**src/hw/rtl/mdio_pkg.sv**
```systemverilog
// shared types and constants for the mdio management master
package mdio_pkg;

   localparam int PREAMBLE_BITS = 32;
   localparam int DIVIDER_WIDTH = 8;
   localparam int FRAME_BITS    = 64;
   localparam int TAIL_BITS     = 32;
   localparam int IDX_W         = 7;
   localparam int DATA_W        = 16;

   // bit positions within a frame, counted in finished bits
   localparam logic [IDX_W-1:0] RELEASE_IDX = IDX_W'(PREAMBLE_BITS + 14);
   localparam logic [IDX_W-1:0] TA_IDX      = IDX_W'(PREAMBLE_BITS + 15);
   localparam logic [IDX_W-1:0] DATA_IDX    = IDX_W'(PREAMBLE_BITS + 16);
   localparam logic [IDX_W-1:0] END_IDX     = IDX_W'(PREAMBLE_BITS + 32);

   // operation codes on the request channel
   localparam logic [1:0] OP_TICK      = 2'd0;
   localparam logic [1:0] OP_CMD_WRITE = 2'd1;

   // configuration register indexes
   localparam logic [1:0] REG_CLAUSE_22    = 2'd0;
   localparam logic [1:0] REG_HALF_PERIOD  = 2'd1;
   localparam logic [1:0] REG_FREE_RUNNING = 2'd2;

   localparam logic [1:0] TA_WRITE = 2'b10;

   typedef struct packed {
      logic                     clause_22;
      logic [DIVIDER_WIDTH-1:0] half_period;
      logic                     free_running;
   } cfg_type;

   typedef struct packed {
      logic [1:0]        operation;
      logic              start_req;
      logic [1:0]        opcode;
      logic [4:0]        port_address;
      logic [4:0]        device_address;
      logic [DATA_W-1:0] command_data;
      logic              mdio_in;
   } cmd_type;

   typedef struct packed {
      logic              busy_res;
      logic              fail;
      logic [DATA_W-1:0] read_data;
      logic              mdc;
      logic              mdio_out;
      logic              mdio_drive;
   } rsp_type;

endpackage

```
**src/hw/rtl/mdio_master_controller.sv**
```systemverilog
// mdio management master: clause 22 and clause 45 frames
// results: each accepted request beat registers its result beat into the result buffer
// throughput: one request beat per cycle; a two-beat result buffer keeps taking
//   requests while up to one earlier result is still waiting on rsp_tready
// reset: synchronous; idle, mdc low, data register and fail cleared,
//   clause_22 = 1, half_period = 12, free_running = 0
module mdio_master_controller import mdio_pkg::*; (
   input  logic        clock,
   input  logic        reset,
   input  logic        req_tvalid,
   output logic        req_tready,
   // [0] start_req, [2:1] opcode, [7:3] port_address, [12:8] device_address,
   // [28:13] command_data, [29] mdio_in, [31:30] zero
   input  logic [31:0] req_tdata,
   // [1:0] operation
   input  logic [1:0]  req_tuser,
   output logic        rsp_tvalid,
   input  logic        rsp_tready,
   // [0] busy_res, [1] fail, [17:2] read_data, [18] mdc, [19] mdio_out,
   // [20] mdio_drive, [23:21] zero
   output logic [23:0] rsp_tdata,
   input  logic        csr_psel,
   input  logic        csr_penable,
   input  logic        csr_pwrite,
   input  logic [3:0]  csr_paddr,
   input  logic [31:0] csr_pwdata,
   output logic [31:0] csr_prdata,
   output logic        csr_pready
);

   cfg_type    cfg_ff, cfg_in;
   cmd_type    cmd;
   rsp_type    eng_rsp, out_rsp;
   logic       accept, full;
   logic       csr_write;
   logic [1:0] reg_idx;

   assign reg_idx    = csr_paddr[3:2];
   assign csr_pready = 1'b1;
   assign csr_write  = csr_psel && csr_penable && csr_pwrite && csr_pready;

   always_comb begin
      cfg_in = cfg_ff;
      if (csr_write) begin
         case (reg_idx)
            REG_CLAUSE_22:    cfg_in.clause_22    = csr_pwdata[0];
            REG_HALF_PERIOD:  cfg_in.half_period  = csr_pwdata[DIVIDER_WIDTH-1:0];
            REG_FREE_RUNNING: cfg_in.free_running = csr_pwdata[0];
            default:          cfg_in = cfg_ff;
         endcase
      end
   end

   always_ff @(posedge clock) begin
      if (reset) begin
         cfg_ff.clause_22    <= 1'b1;
         cfg_ff.half_period  <= DIVIDER_WIDTH'(12);
         cfg_ff.free_running <= 1'b0;
      end else begin
         cfg_ff <= cfg_in;
      end
   end

   always_comb begin
      case (reg_idx)
         REG_CLAUSE_22:    csr_prdata = {31'd0, cfg_ff.clause_22};
         REG_HALF_PERIOD:  csr_prdata = 32'(cfg_ff.half_period);
         REG_FREE_RUNNING: csr_prdata = {31'd0, cfg_ff.free_running};
         default:          csr_prdata = '0;
      endcase
   end

   assign req_tready = !full;
   assign accept     = req_tvalid && req_tready;

   always_comb begin
      cmd.operation      = req_tuser;
      cmd.start_req      = req_tdata[0];
      cmd.opcode         = req_tdata[2:1];
      cmd.port_address   = req_tdata[7:3];
      cmd.device_address = req_tdata[12:8];
      cmd.command_data   = req_tdata[28:13];
      cmd.mdio_in        = req_tdata[29];
   end

   mdio_engine u_engine (
      .clock     (clock),
      .reset     (reset),
      .cfg       (cfg_ff),
      .cmd_valid (accept),
      .cmd       (cmd),
      .rsp       (eng_rsp)
   );

   mdio_skid u_skid (
      .clock     (clock),
      .reset     (reset),
      .push      (accept),
      .push_data (eng_rsp),
      .full      (full),
      .out_valid (rsp_tvalid),
      .out_ready (rsp_tready),
      .out_data  (out_rsp)
   );

   assign rsp_tdata = {3'd0, out_rsp.mdio_drive, out_rsp.mdio_out, out_rsp.mdc,
                       out_rsp.read_data, out_rsp.fail, out_rsp.busy_res};

`ifndef NO_ASSERTIONS
   a_result_follows: assert property (@(posedge clock) disable iff (reset)
      req_tvalid && req_tready |=> rsp_tvalid)
      else $error("accepted request beat produced no result beat");

   a_released_low: assert property (@(posedge clock) disable iff (reset)
      accept && !eng_rsp.mdio_drive |-> !eng_rsp.mdio_out)
      else $error("data pin value set while released");

   a_full_means_pending: assert property (@(posedge clock) disable iff (reset)
      !req_tready |-> rsp_tvalid)
      else $error("request stalled with no result pending");
`endif

endmodule

```
**src/hw/rtl/mdio_engine.sv**
```systemverilog
// frame engine: divider, management clock, frame shifter and read capture
module mdio_engine import mdio_pkg::*; (
   input  logic    clock,
   input  logic    reset,
   input  cfg_type cfg,
   input  logic    cmd_valid,
   input  cmd_type cmd,
   output rsp_type rsp
);

   logic                     busy_ff, busy_in;
   logic                     fail_ff, fail_in;
   logic                     read_ff, read_in;
   logic                     level_ff, level_in;
   logic [FRAME_BITS-1:0]    shift_ff, shift_in;
   logic [IDX_W-1:0]         idx_ff, idx_in, idx_next;
   logic [DIVIDER_WIDTH-1:0] count_ff, count_in, div_eff;
   logic [DIVIDER_WIDTH:0]   count_sum;
   logic [DATA_W-1:0]        data_ff, data_in;
   logic [TAIL_BITS-1:0]     tail;
   logic [FRAME_BITS-1:0]    pre_ones;
   logic                     drive;

   always_ff @(posedge clock) begin
      if (reset) begin
         busy_ff  <= 1'b0;
         fail_ff  <= 1'b0;
         read_ff  <= 1'b0;
         level_ff <= 1'b0;
         shift_ff <= '0;
         idx_ff   <= '0;
         count_ff <= '0;
         data_ff  <= '0;
      end else begin
         busy_ff  <= busy_in;
         fail_ff  <= fail_in;
         read_ff  <= read_in;
         level_ff <= level_in;
         shift_ff <= shift_in;
         idx_ff   <= idx_in;
         count_ff <= count_in;
         data_ff  <= data_in;
      end
   end

   always_comb begin
      busy_in   = busy_ff;
      fail_in   = fail_ff;
      read_in   = read_ff;
      level_in  = level_ff;
      shift_in  = shift_ff;
      idx_in    = idx_ff;
      count_in  = count_ff;
      data_in   = data_ff;
      idx_next  = idx_ff + IDX_W'(1);
      div_eff   = (cfg.half_period == '0) ? DIVIDER_WIDTH'(1) : cfg.half_period;
      count_sum = {1'b0, count_ff} + (DIVIDER_WIDTH+1)'(1);
      pre_ones  = (FRAME_BITS'(1) << PREAMBLE_BITS) - FRAME_BITS'(1);

      // start code is 01 for clause 22, 00 for clause 45
      tail = {1'b0, cfg.clause_22, cmd.opcode, cmd.port_address, cmd.device_address,
              TA_WRITE, cmd.command_data};
      if (cmd.opcode[1]) begin
         tail[17:0] = '0;
      end

      if (cmd_valid) begin
         if (cmd.operation == OP_TICK) begin
            if (!busy_ff && !cfg.free_running) begin
               level_in = 1'b0;
               count_in = '0;
            end else if (count_sum < {1'b0, div_eff}) begin
               count_in = count_sum[DIVIDER_WIDTH-1:0];
            end else begin
               count_in = '0;
               level_in = !level_ff;
               if (!level_ff) begin
                  // rising edge: sample the phy in read frames
                  if (busy_ff && read_ff) begin
                     if (idx_ff == TA_IDX) begin
                        fail_in = cmd.mdio_in;
                     end else if (idx_ff >= DATA_IDX && idx_ff < END_IDX) begin
                        data_in = {data_ff[DATA_W-2:0], cmd.mdio_in};
                     end
                  end
               end else if (busy_ff) begin
                  // falling edge: next frame bit
                  if (idx_next >= END_IDX) begin
                     busy_in  = 1'b0;
                     read_in  = 1'b0;
                     idx_in   = '0;
                     shift_in = '0;
                  end else begin
                     idx_in   = idx_next;
                     shift_in = {shift_ff[FRAME_BITS-2:0], 1'b0};
                  end
               end
            end
         end else if (cmd.operation == OP_CMD_WRITE && !busy_ff) begin
            data_in = cmd.command_data;
            if (cmd.start_req) begin
               read_in  = cmd.opcode[1];
               shift_in = ((pre_ones << TAIL_BITS) | {{(FRAME_BITS-TAIL_BITS){1'b0}}, tail})
                          << (TAIL_BITS - PREAMBLE_BITS);
               idx_in   = '0;
               busy_in  = 1'b1;
               fail_in  = 1'b0;
               level_in = 1'b0;
               count_in = '0;
            end
         end
      end

      drive = busy_in && !(read_in && idx_in >= RELEASE_IDX);

      rsp.busy_res   = busy_in;
      rsp.fail       = fail_in;
      rsp.read_data  = data_in;
      rsp.mdc        = level_in;
      rsp.mdio_out   = drive & shift_in[FRAME_BITS-1];
      rsp.mdio_drive = drive;
   end

endmodule

```
**src/hw/rtl/mdio_skid.sv**
```systemverilog
// two-entry result buffer between the engine and the response channel
module mdio_skid import mdio_pkg::*; (
   input  logic    clock,
   input  logic    reset,
   input  logic    push,
   input  rsp_type push_data,
   output logic    full,
   output logic    out_valid,
   input  logic    out_ready,
   output rsp_type out_data
);

   rsp_type    slot_ff [2];
   logic       wr_ptr_ff, wr_ptr_in;
   logic       rd_ptr_ff, rd_ptr_in;
   logic [1:0] count_ff, count_in;
   logic       pop;

   always_comb begin
      pop       = out_valid && out_ready;
      wr_ptr_in = push ? !wr_ptr_ff : wr_ptr_ff;
      rd_ptr_in = pop ? !rd_ptr_ff : rd_ptr_ff;
      count_in  = count_ff + 2'(push) - 2'(pop);
   end

   always_ff @(posedge clock) begin
      if (reset) begin
         wr_ptr_ff <= 1'b0;
         rd_ptr_ff <= 1'b0;
         count_ff  <= '0;
      end else begin
         wr_ptr_ff <= wr_ptr_in;
         rd_ptr_ff <= rd_ptr_in;
         count_ff  <= count_in;
      end
   end

   always_ff @(posedge clock) begin
      if (push) begin
         slot_ff[wr_ptr_ff] <= push_data;
      end
   end

   assign full      = (count_ff == 2'd2);
   assign out_valid = (count_ff != 2'd0);
   assign out_data  = slot_ff[rd_ptr_ff];

endmodule

```
**config.mk**
```make
export PLATFORM = sky130hd
export DESIGN_NAME = mdio_master_controller
export DESIGN_NICKNAME = d
export VERILOG_FILES = /design/src/hw/rtl/mdio_pkg.sv /design/src/hw/rtl/mdio_master_controller.sv /design/src/hw/rtl/mdio_engine.sv /design/src/hw/rtl/mdio_skid.sv
export SDC_FILE = /design/constraint.sdc
export NUM_CORES = 1
export LEC_CHECK = 0
export BUFFER_PORTS_ARGS = -buffer_cell sky130_fd_sc_hd__buf_2
export CAP_MARGIN = 40
export CORE_UTILIZATION = 52
export CTS_BUF_LIST = sky130_fd_sc_hd__clkbuf_4
export DETAILED_ROUTE_END_ITERATION = 6
export PLACE_DENSITY = 0.88
export SKIP_LAST_GASP = 1
export SYNTH_ARGS = -nofsm -noshare
export SYNTH_HDL_FRONTEND = slang
export SYNTH_SLANG_ARGS = --single-unit
```
**constraint.sdc**
```tcl
create_clock -name clock -period 3.05 [get_ports clock]
set_input_delay 0.1525 -clock clock [delete_from_list [all_inputs] [get_ports clock]]
set_output_delay 0.1525 -clock clock [all_outputs]
set_load 0.005 [all_outputs]
```
[Yosys cells after proc, flatten, opt, wreduce, memory -nomap -nowiden]
Memory sizes are Yosys's and may differ from the RTL's. A register that Yosys moved wholly into a read port is not among the register bits.
Index checks and enable logic that the tools add are counted.
Word-level totals
  input port bits: 77
  word-level logic and storage cells: 135
  memories kept: 1
  bits in writable memories: 42
  output and inout port bits: 59
  bits in registers: 113
Memory list
  u_skid.slot_ff: depth 2, bits a word 21, read ports 1, clocked after Yosys merged registers in 1, wr ports 1, line mdio_skid.sv:13  | rsp_type slot_ff [2];
Cells by class
  add/sub/neg operators: 4
  multiplexer cells: 72
  order comparisons: 5
  equality and inequality tests: 9
  bitwise gates (word level): 1
  reduce and logical (&&, ||, !) cells: 28
Operators by type and width (count)
  $mux 64: 9
  $mux 16: 9
  $mux 7: 9
  $mux 8: 6
  $mux 1: 37
  $pmux 8 s3: 1
  $mux 18: 1
  $ge 7x6->1 const B: 2
  $logic_and 1x1->1: 10
  $add 8x1->9 const B: 1
  $lt 9x8->1: 1
  $logic_not 8->1: 1
  $add 7x1->7 const B: 1
  $eq 7x6->1 const B: 1
  $ge 7x7->1 const B: 1
  $logic_not 1->1: 7
  $lt 7x7->1 const B: 1
  $reduce_and 7->1: 1
  $reduce_and 2->1: 3
  $reduce_bool 2->1: 3
  $eq 2x1->1 const B: 2
  $eq 2x2->1 const B: 2
  $logic_not 2->1: 2
  $ne 2x1->1 const B: 2
  5 further kinds: 6

[Depth between registers and ports, before layout]
Gate-level depths: netlist (run 1).
  word-level depth: 14
  depth in mapped cells: 14
  mapped depth without buffers: 12

[Modules after synthesis]
From an unflattened synthesis (run 1), not the netlist that was laid out.
Unflattened totals
  cells, all modules: 793
  area total of the unflattened synthesis: 7601.0 um^2
By module, submodules not included
  mdio_engine: times used 1, cells an instance 616, area an instance 5084.9 um^2, seq. area each 1981.9 um^2
  mdio_skid: times used 1, cells an instance 88, area an instance 1755.4 um^2, seq. area each 1361.3 um^2
  mdio_master_controller: times used 1, cells an instance 89, area an instance 760.7 um^2, seq. area each 200.2 um^2

[Worst setup path before layout (run 1)]
OpenSTA, ideal clock, no wires.
  path type: register to register
  start: register u_engine.count_ff[0]
  end: memory u_skid.slot_ff[0][10] (netlist name) (data pin)
  path buffers: 1
  data arrival time: 2.875 ns
  period minus slack after synthesis: 3.133 ns
  data required time: 2.792 ns
  stages on the path, launching flop included: 14
  library setup time: 0.258 ns
  slack: -0.083 ns
  cells stage by stage: dfxtp_1 and3_1 and3_1 nand3_1 xnor2_1 ha_1 a21oi_1 nand2_1 o21a_1 o2111ai_4 nor2_4 buf_6 a211o_1 and2_1
RTL lines
  start, declared: line mdio_engine.sv:17  | logic [DIVIDER_WIDTH-1:0] count_ff, count_in, div_eff;
  start signal, assigned: line mdio_engine.sv:41  | count_ff <= count_in;
  end, declared: line mdio_skid.sv:13

==> impl_metrics.ini, run 1 <==
[run_status]
status = finished, violations left
violations = negative setup slack

[timing]
fin_ws_ns = -0.0387
rsz0062_at_grt = true
worst_slew_margin_rel_pct = 44.7
finalSetupViolations = 5
drv_slew = 0
worst_slew_pin_slew_ns = 0.827
fin_crit_ns = 3.09
clock_skew_ns = 0.0390
hold_violations = 0
post-route-period-util_pct = 101
fmax_mhz = 324

[critical_path]
worstSetupPathType = reg -> reg
cp.arrival_ns = 3.38
critPathRequiredTime_ns = 3.34
cp_max_fo = 5
slowest_stage = o21ai_1
crit_path_end_kind = register
path_delay_family = compound AO/OA/AOI/OAI gates
max_stage_delay_ns = 0.40
crit_buf_inv = 1
critPathLaunchType = register
crit_chain = ha_2 > buf_4 > xor2_1 > ha_1 > a211oi_1 > o21bai_2 > o21ai_1 > a21o_1 > o211ai_1 > a31oi_1 > o22ai_1

[synth]
synth_top_area_share_pct = 30.8
ys.flop_type = dfxtp_1
yosys-top-cells-area = dfxtp_1 (31%), edfxtp_1 (17%), nor2_1 (5.0%), nor3_1 (4.2%), mux2i_1 (3.4%)
async_flop_share_pct = 0
avgSynthCellArea_um2 = 9.54
ys_seq_area_share_pct = 47.8
synth-edff-count = 42
yosysTopAreaCell = dfxtp_1
ys_ff_latch = 156
ys_warn_count = 0
synth_cell_type_count = 62
ys_top_cells_by_count = dfxtp_1 (114), nor2_1 (99), nor3_1 (62)
post-synth-top-count-cell = dfxtp_1
netlist_instances = 777
synth_area_mm2 = 0.00741

[floorplan]
die_height_um = 121
start_util_pct = 53.4
rows = 43
floorplan.die_area_mm2 = 0.0147
die_x_um = 121
io-pin-count = 136
core_area_mm2 = 0.0139

[detailed_routing]
routedWlPerCell_um = 16.5
dr_total_vias = 6467
wirelength_um = 18100
routed_via_density = 5.89
drt_pass1_iterations = 5
drt_iter0_drc = 484
ant_nets = 0
drc = 0

[clocking]
htree_levels = 4
cts_tree = done
clkSinkCount = 156
cts_buffers = 17
clock_latency_ns = 0.58
root_buffer = clkbuf_4
clockBufferDepth = 2
clk_pin_slew_ns = 0.12

[job]
cap_violations = 0

[global_route]
grt_max_degree = 76
grtUsageTotal_pct = 24.5
grt_pass1_wl_um = 28200
grt_pass1_vias = 5925
overflow = 0
antenna_found_initial = 1

[power]
netSwitchingFraction_pct = 26.8
power_frac_clock_pct = 30.9
seq_power_share_pct = 50.3
p_switching_mw = 1.30
power.internal_mw = 3.55
power_density_mw_per_mm2 = 538
ir_worst_vdd_mv = 0.408
p_leak_nw = 3.82
power_frac_comb_pct = 18.7

[place]
gp_congestion = 0.930
placed_area_mm2 = 0.00806
hpwl_um = 11000
io_buffers = 79

[cells_and_area]
nNetsFinal = 993
final_area_mm2 = 0.00902
area_delta_synth_final_pct = 21.7
final_layout_size_suffix_gt1_share_pct = 24.5
final_core_util_pct = 65.0

[worst_hold_path]
hold_path.class = in -> reg
-- final timing paths --
check	startpoint	endpoint	slack, ns	depth (start not counted)
worst min-delay path	rsp_tready	u_skid.rd_ptr_ff	0.05	4
worst min register to register	u_engine.shift_ff[31]	u_engine.shift_ff[31]	0.47	2
worst max register to register	u_engine.count_ff[0]	u_skid.slot_ff[0][0]	-0.04	11
worst max-delay path	u_engine.count_ff[0]	u_skid.slot_ff[0][0]	-0.04	11
-- state kept, by name, summed over array words and instances, names as in the netlist, named ones only --
signal	cells
u_engine.idx_ff	7
u_engine.level_ff	1
u_engine.data_ff	16
u_engine.fail_ff	1
u_skid.wr_ptr_ff	1
u_skid.rd_ptr_ff	1
u_skid.slot_ff	42
u_skid.count_ff	2
u_engine.read_ff	1
u_engine.count_ff	8
u_engine.shift_ff	64
cfg_ff	10
u_engine.busy_ff	1
-- per-layer routing --
metal / share of wire (%) / track usage (%) / vias up / routed length (um)
li1: - / - / 3029 / -
met1: 42 / 31.1 / 3085 / 7610
met2: 48 / 39.5 / 290 / 8670
met3: 6.5 / 5.45 / 63 / 1170
met4: 3.4 / 11.6 / 0 / 623
met5: 0 / 0 / - / 0
-- worst reg2reg max path: cells and delay by family, from the launching register on --
family / cells / cell delay, ns
AO/OA/AOI/OAI: 7 / 1.73
XOR/XNOR: 1 / 0.14
adder cells (fa/ha/maj): 2 / 0.48
buffers and inverters: 1 / 0.14
flip-flops: 1 / 0.35
-- cells by family (layout without fill, tap and decap cells) --
kind of cell | count (synthesis) | after routing | share of synthesized area (%)
buffers and inverters | 92 | 205 | 6.60
multiplexers | 46 | 46 | 6.57
flip-flops | 156 | 156 | 47.8
AO/OA/AOI/OAI | 171 | 171 | 15.5
XOR/XNOR | 10 | 10 | 1.18
adder cells (fa/ha/maj) | 12 | 12 | 2.03
AND/OR/NAND/NOR | 288 | 289 | 20.2
other | 2 | 29 | 0.101
-- metrics by stage --
| stage | TNS (ns) | hold WS [ns] | power [mW] | cells | worst slack (ns) |
|---|---|---|---|---|---|
| finish | -0.133 | 0.0506 | 4.86 | 1098 | -0.0387 |
| global route | -3.86 | 0.0553 | 5.06 | 1098 | -0.160 |
| CTS | -0.0124 | 0.00906 | 4.82 | 1096 | -0.0113 |
| detailed placement | -1.66 | 0.365 | 3.31 | 1022 | -0.0799 |
| global placement | 0 | 0.360 | 3.24 | 1020 | 0.0339 |
| floorplan | 0 | 0.270 | 3.02 | 803 | 0.00165 |
-- repair_timing --
action	4_1_cts	5_1_grt
hold buffers	40	0
gates resized for setup	12	44
endpoints found under the hold margin	41	0
pin swaps	11	23
buffers inserted	1	0
endpoints found under the setup margin	43	110
cloned	1	1
-- layout by cell type (no fill, tap or decap), drive strengths merged, types with 3 or more instances in the layout --
cell type    instances
buf                117
dfxtp              114
nor2               101
nor3                62
a21oi               49
o21ai               49
edfxtp              42
dlygate4sd3         40
a221oi              30
conb                28
mux2i               25
and2                25
nand2               23
mux2                21
nand3               21
clkbuf              18
inv                 18
a211o               18
and3b               16
and3                13
ha                  12
nand4                5
nor2b                5
bufinv               5
xnor2                5
xor2                 5
clkinv               5
nand3b               4
a211oi               4
or3                  3
a31oi                3
-- area by class of cell --
class | count | area (um^2)
inverter | 16 | 60.1
antenna | 1 | 2.50
timing repair buffer | 157 | 1180
clock inverter | 14 | 218
sequential | 156 | 3550
fill | 1032 | 4860
clock buffer | 18 | 135
multi-input combinational | 556 | 3650
tap | 180 | 225
-- power by group through the flow --
stage	Sequential [mW]	Clock [mW]	Combinational, mW
finish	2.45	1.50	0.910
global route	2.46	1.60	0.997
CTS	2.44	1.51	0.869
detailed placement	2.48	0	0.821
global placement	2.50	0	0.740
floorplan	2.45	0	0.560
No activity file was read; power rests on OpenSTA's default activity.
==> run 2: changes to the inputs <==
REMOVE_ABC_BUFFERS = 1   (was default)
==> run 2 against run 1 <==
The flow still finishes with violations (negative setup slack); sequential power barely moved; via count grew 2.0%; clock power down 21%; setup slack lost 0.087 ns; flip-flop and latch count stayed put.
==> impl_metrics.ini, run 2 (synthesis results as in run 1) <==
[run_status]
status = finished, violations left
violations = negative setup slack

[timing]
clock_skew_ns = 0.0300
fmax_mhz = 315
worst_slew_pin_slew_ns = 0.778
drv_slew = 0
rsz0062_at_grt = true
hold_violations = 0
fin_ws_ns = -0.125
worst_slew_margin_rel_pct = 47.8
fin_crit_ns = 3.18
fin_tns_setup_ns = -1.64
finalSetupViolations = 33
post-route-period-util_pct = 104
timing.hold.ws_ns = 0.0262

[cells_and_area]
fillers = 973
final_core_util_pct = 65.0
final_layout_size_suffix_gt1_share_pct = 26.1
area_delta_synth_final_pct = 21.8
mostFrequentLayoutCell = dfxtp_1
top_regs = u_engine.shift_ff x64, u_skid.slot_ff x42, u_engine.data_ff x16
nNetsFinal = 999
largest_reg_flops = 64
layout.cells.most_common_list = dfxtp_1 (111), nor2_1 (98), buf_2 (78)
regMostFlops = u_engine.shift_ff

[floorplan]
die_x_um = 121
io-pin-count = 136
floorplan.die_area_mm2 = 0.0147
die_height_um = 121
rows = 43
core_area_mm2 = 0.0139
start_util_pct = 53.4

[clocking]
clockBufferDepth = 2
clkSinkCount = 156
clock_latency_ns = 0.57
root_buffer = clkbuf_4
htree_levels = 4
cts_tree = done
clk_pin_slew_ns = 0.14
cts_buffers = 17

[power]
p_leak_nw = 3.81
power_mw = 4.52
ir_worst_vdd_mv = 0.225
power_density_mw_per_mm2 = 500

[critical_path]
crit_chain = and3_4 > and3_4 > nand3_4 > xnor2_2 > ha_1 > a21oi_2 > nand2_2 > o21a_1 > o2111ai_4 > buf_12 > buf_12 > mux2i_1 > o21ai_0 > and2_1
slowest_stage = dfxtp_2
cp_max_fo = 8
critPathLaunchType = register
crit_start = u_engine.count_ff[0]
cp.arrival_ns = 3.49
max_stage_delay_ns = 0.40
r2r_end = u_skid.slot_ff[0][12]
worstSetupEndpoint = u_skid.slot_ff[0][12]
critPathRequiredTime_ns = 3.36
regToRegSetupSlack_ns = -0.13
crit_path_end_kind = register
worstSetupPathType = reg -> reg
worst_r2r_startpoint = u_engine.count_ff[0]
rr_worst_depth = 14

[global_route]
grt_pass1_vias = 6059
grt_max_degree = 64
grtUsageTotal_pct = 24.9
overflow = 0
grt_pass1_wl_um = 29200
antenna_found_initial = 0

[detailed_routing]
routedWlPerCell_um = 16.9
dr_total_vias = 6598
drt_iter0_drc = 726
ant_nets = 0
routed_via_density = 5.98
drt_pass1_iterations = 5
drc = 0
wirelength_um = 18700

[worst_hold_path]
hold_path.class = in -> reg

[place]
hpwl_um = 11100
dp_slack_ns = -0.0936
gp_congestion = 0.939
io_buffers = 79

[job]
cap_violations = 0
==> run 2: changes by cell type in the layout (fill, tap and decap cells not counted), sizes merged <==
cell,delta
clkinv,-1
inv,+5
buf,+9
nor2,-1
bufinv,-5
clkinvlp,+1
dlygate4sd3,-2
==> run 2: repair_timing <==
| action | 4_1_cts | 5_1_grt |
|---|---|---|
| pin swaps | 11 | 33 |
| hold endpoints to repair | 38 | 0 |
| hold buffers | 38 | 0 |
| setup buffers | 2 | 1 |
| gates resized for setup | 14 | 53 |
| endpoints found under the setup margin | 52 | 125 |
| gates cloned | 1 | 0 |
==> run 2: cell type report <==
class | count | area [um^2] | share of cell area (%)
repair buffers | 164 | 1210 | 13.5
inverters | 16 | 60.1 | 0.665
clock buffers | 18 | 135 | 1.50
well taps | 180 | 225 | 2.49
multi-input cells | 555 | 3710 | 41.1
flip-flops and latches | 156 | 3550 | 39.3
diodes | 1 | 2.50 | 0.0277
clock inverters | 14 | 129 | 1.43
==> run 2: per-stage QoR <==
| step | area [um^2] | std cells |
|---|---|---|
| after global placement | 8040 | 1027 |
| after global routing | 9020 | 1103 |
| after floorplan | 7080 | 727 |
| after detailed placement | 8070 | 1029 |
| after CTS | 8820 | 1102 |
| final | 9030 | 1104 |
==> run 2: power by group <==
part	switching [mW]	leakage (nW)	internal (mW)
Clock	0.815	0.137	0.362
Combinational	0.450	2.34	0.450
Sequential	0.0937	1.33	2.35
==> run 2: metal layers <==
| layer | vias to the layer above | GRT usage, % | wire, um |
|---|---|---|---|
| li1 | 3038 | - | - |
| met1 | 3200 | 31.6 | 7910 |
| met2 | 306 | 40.8 | 9130 |
| met3 | 54 | 4.84 | 1120 |
| met4 | 0 | 11.3 | 538 |
| met5 | - | 0 | 0 |
==> run 2: worst min-delay path by stage <==
stage	start	to	slack, ns	cells past startpoint
after CTS	rsp_tready	register	0.008	4
after global routing	req_tdata[23]	u_engine.shift_ff[10]	0.05	3
after detailed placement	csr_pwdata[3]	cfg_ff[4]	0.37	2
after global placement	csr_pwdata[3]	cfg_ff[4]	0.36	2
final	rsp_tready	register	0.03	4
after floorplan	reset	cfg_ff[0]	0.22	1
==> run 2: worst max-delay path, delay by kind of cell, from the launching register on <==
family | cells | cell delay (ns)
simple gates | 5 | 0.80
compound gates | 4 | 0.74
flops | 1 | 0.40
fa+ha+maj | 1 | 0.35
buf+inv | 2 | 0.30
mux | 1 | 0.18
xor+xnor | 1 | 0.16
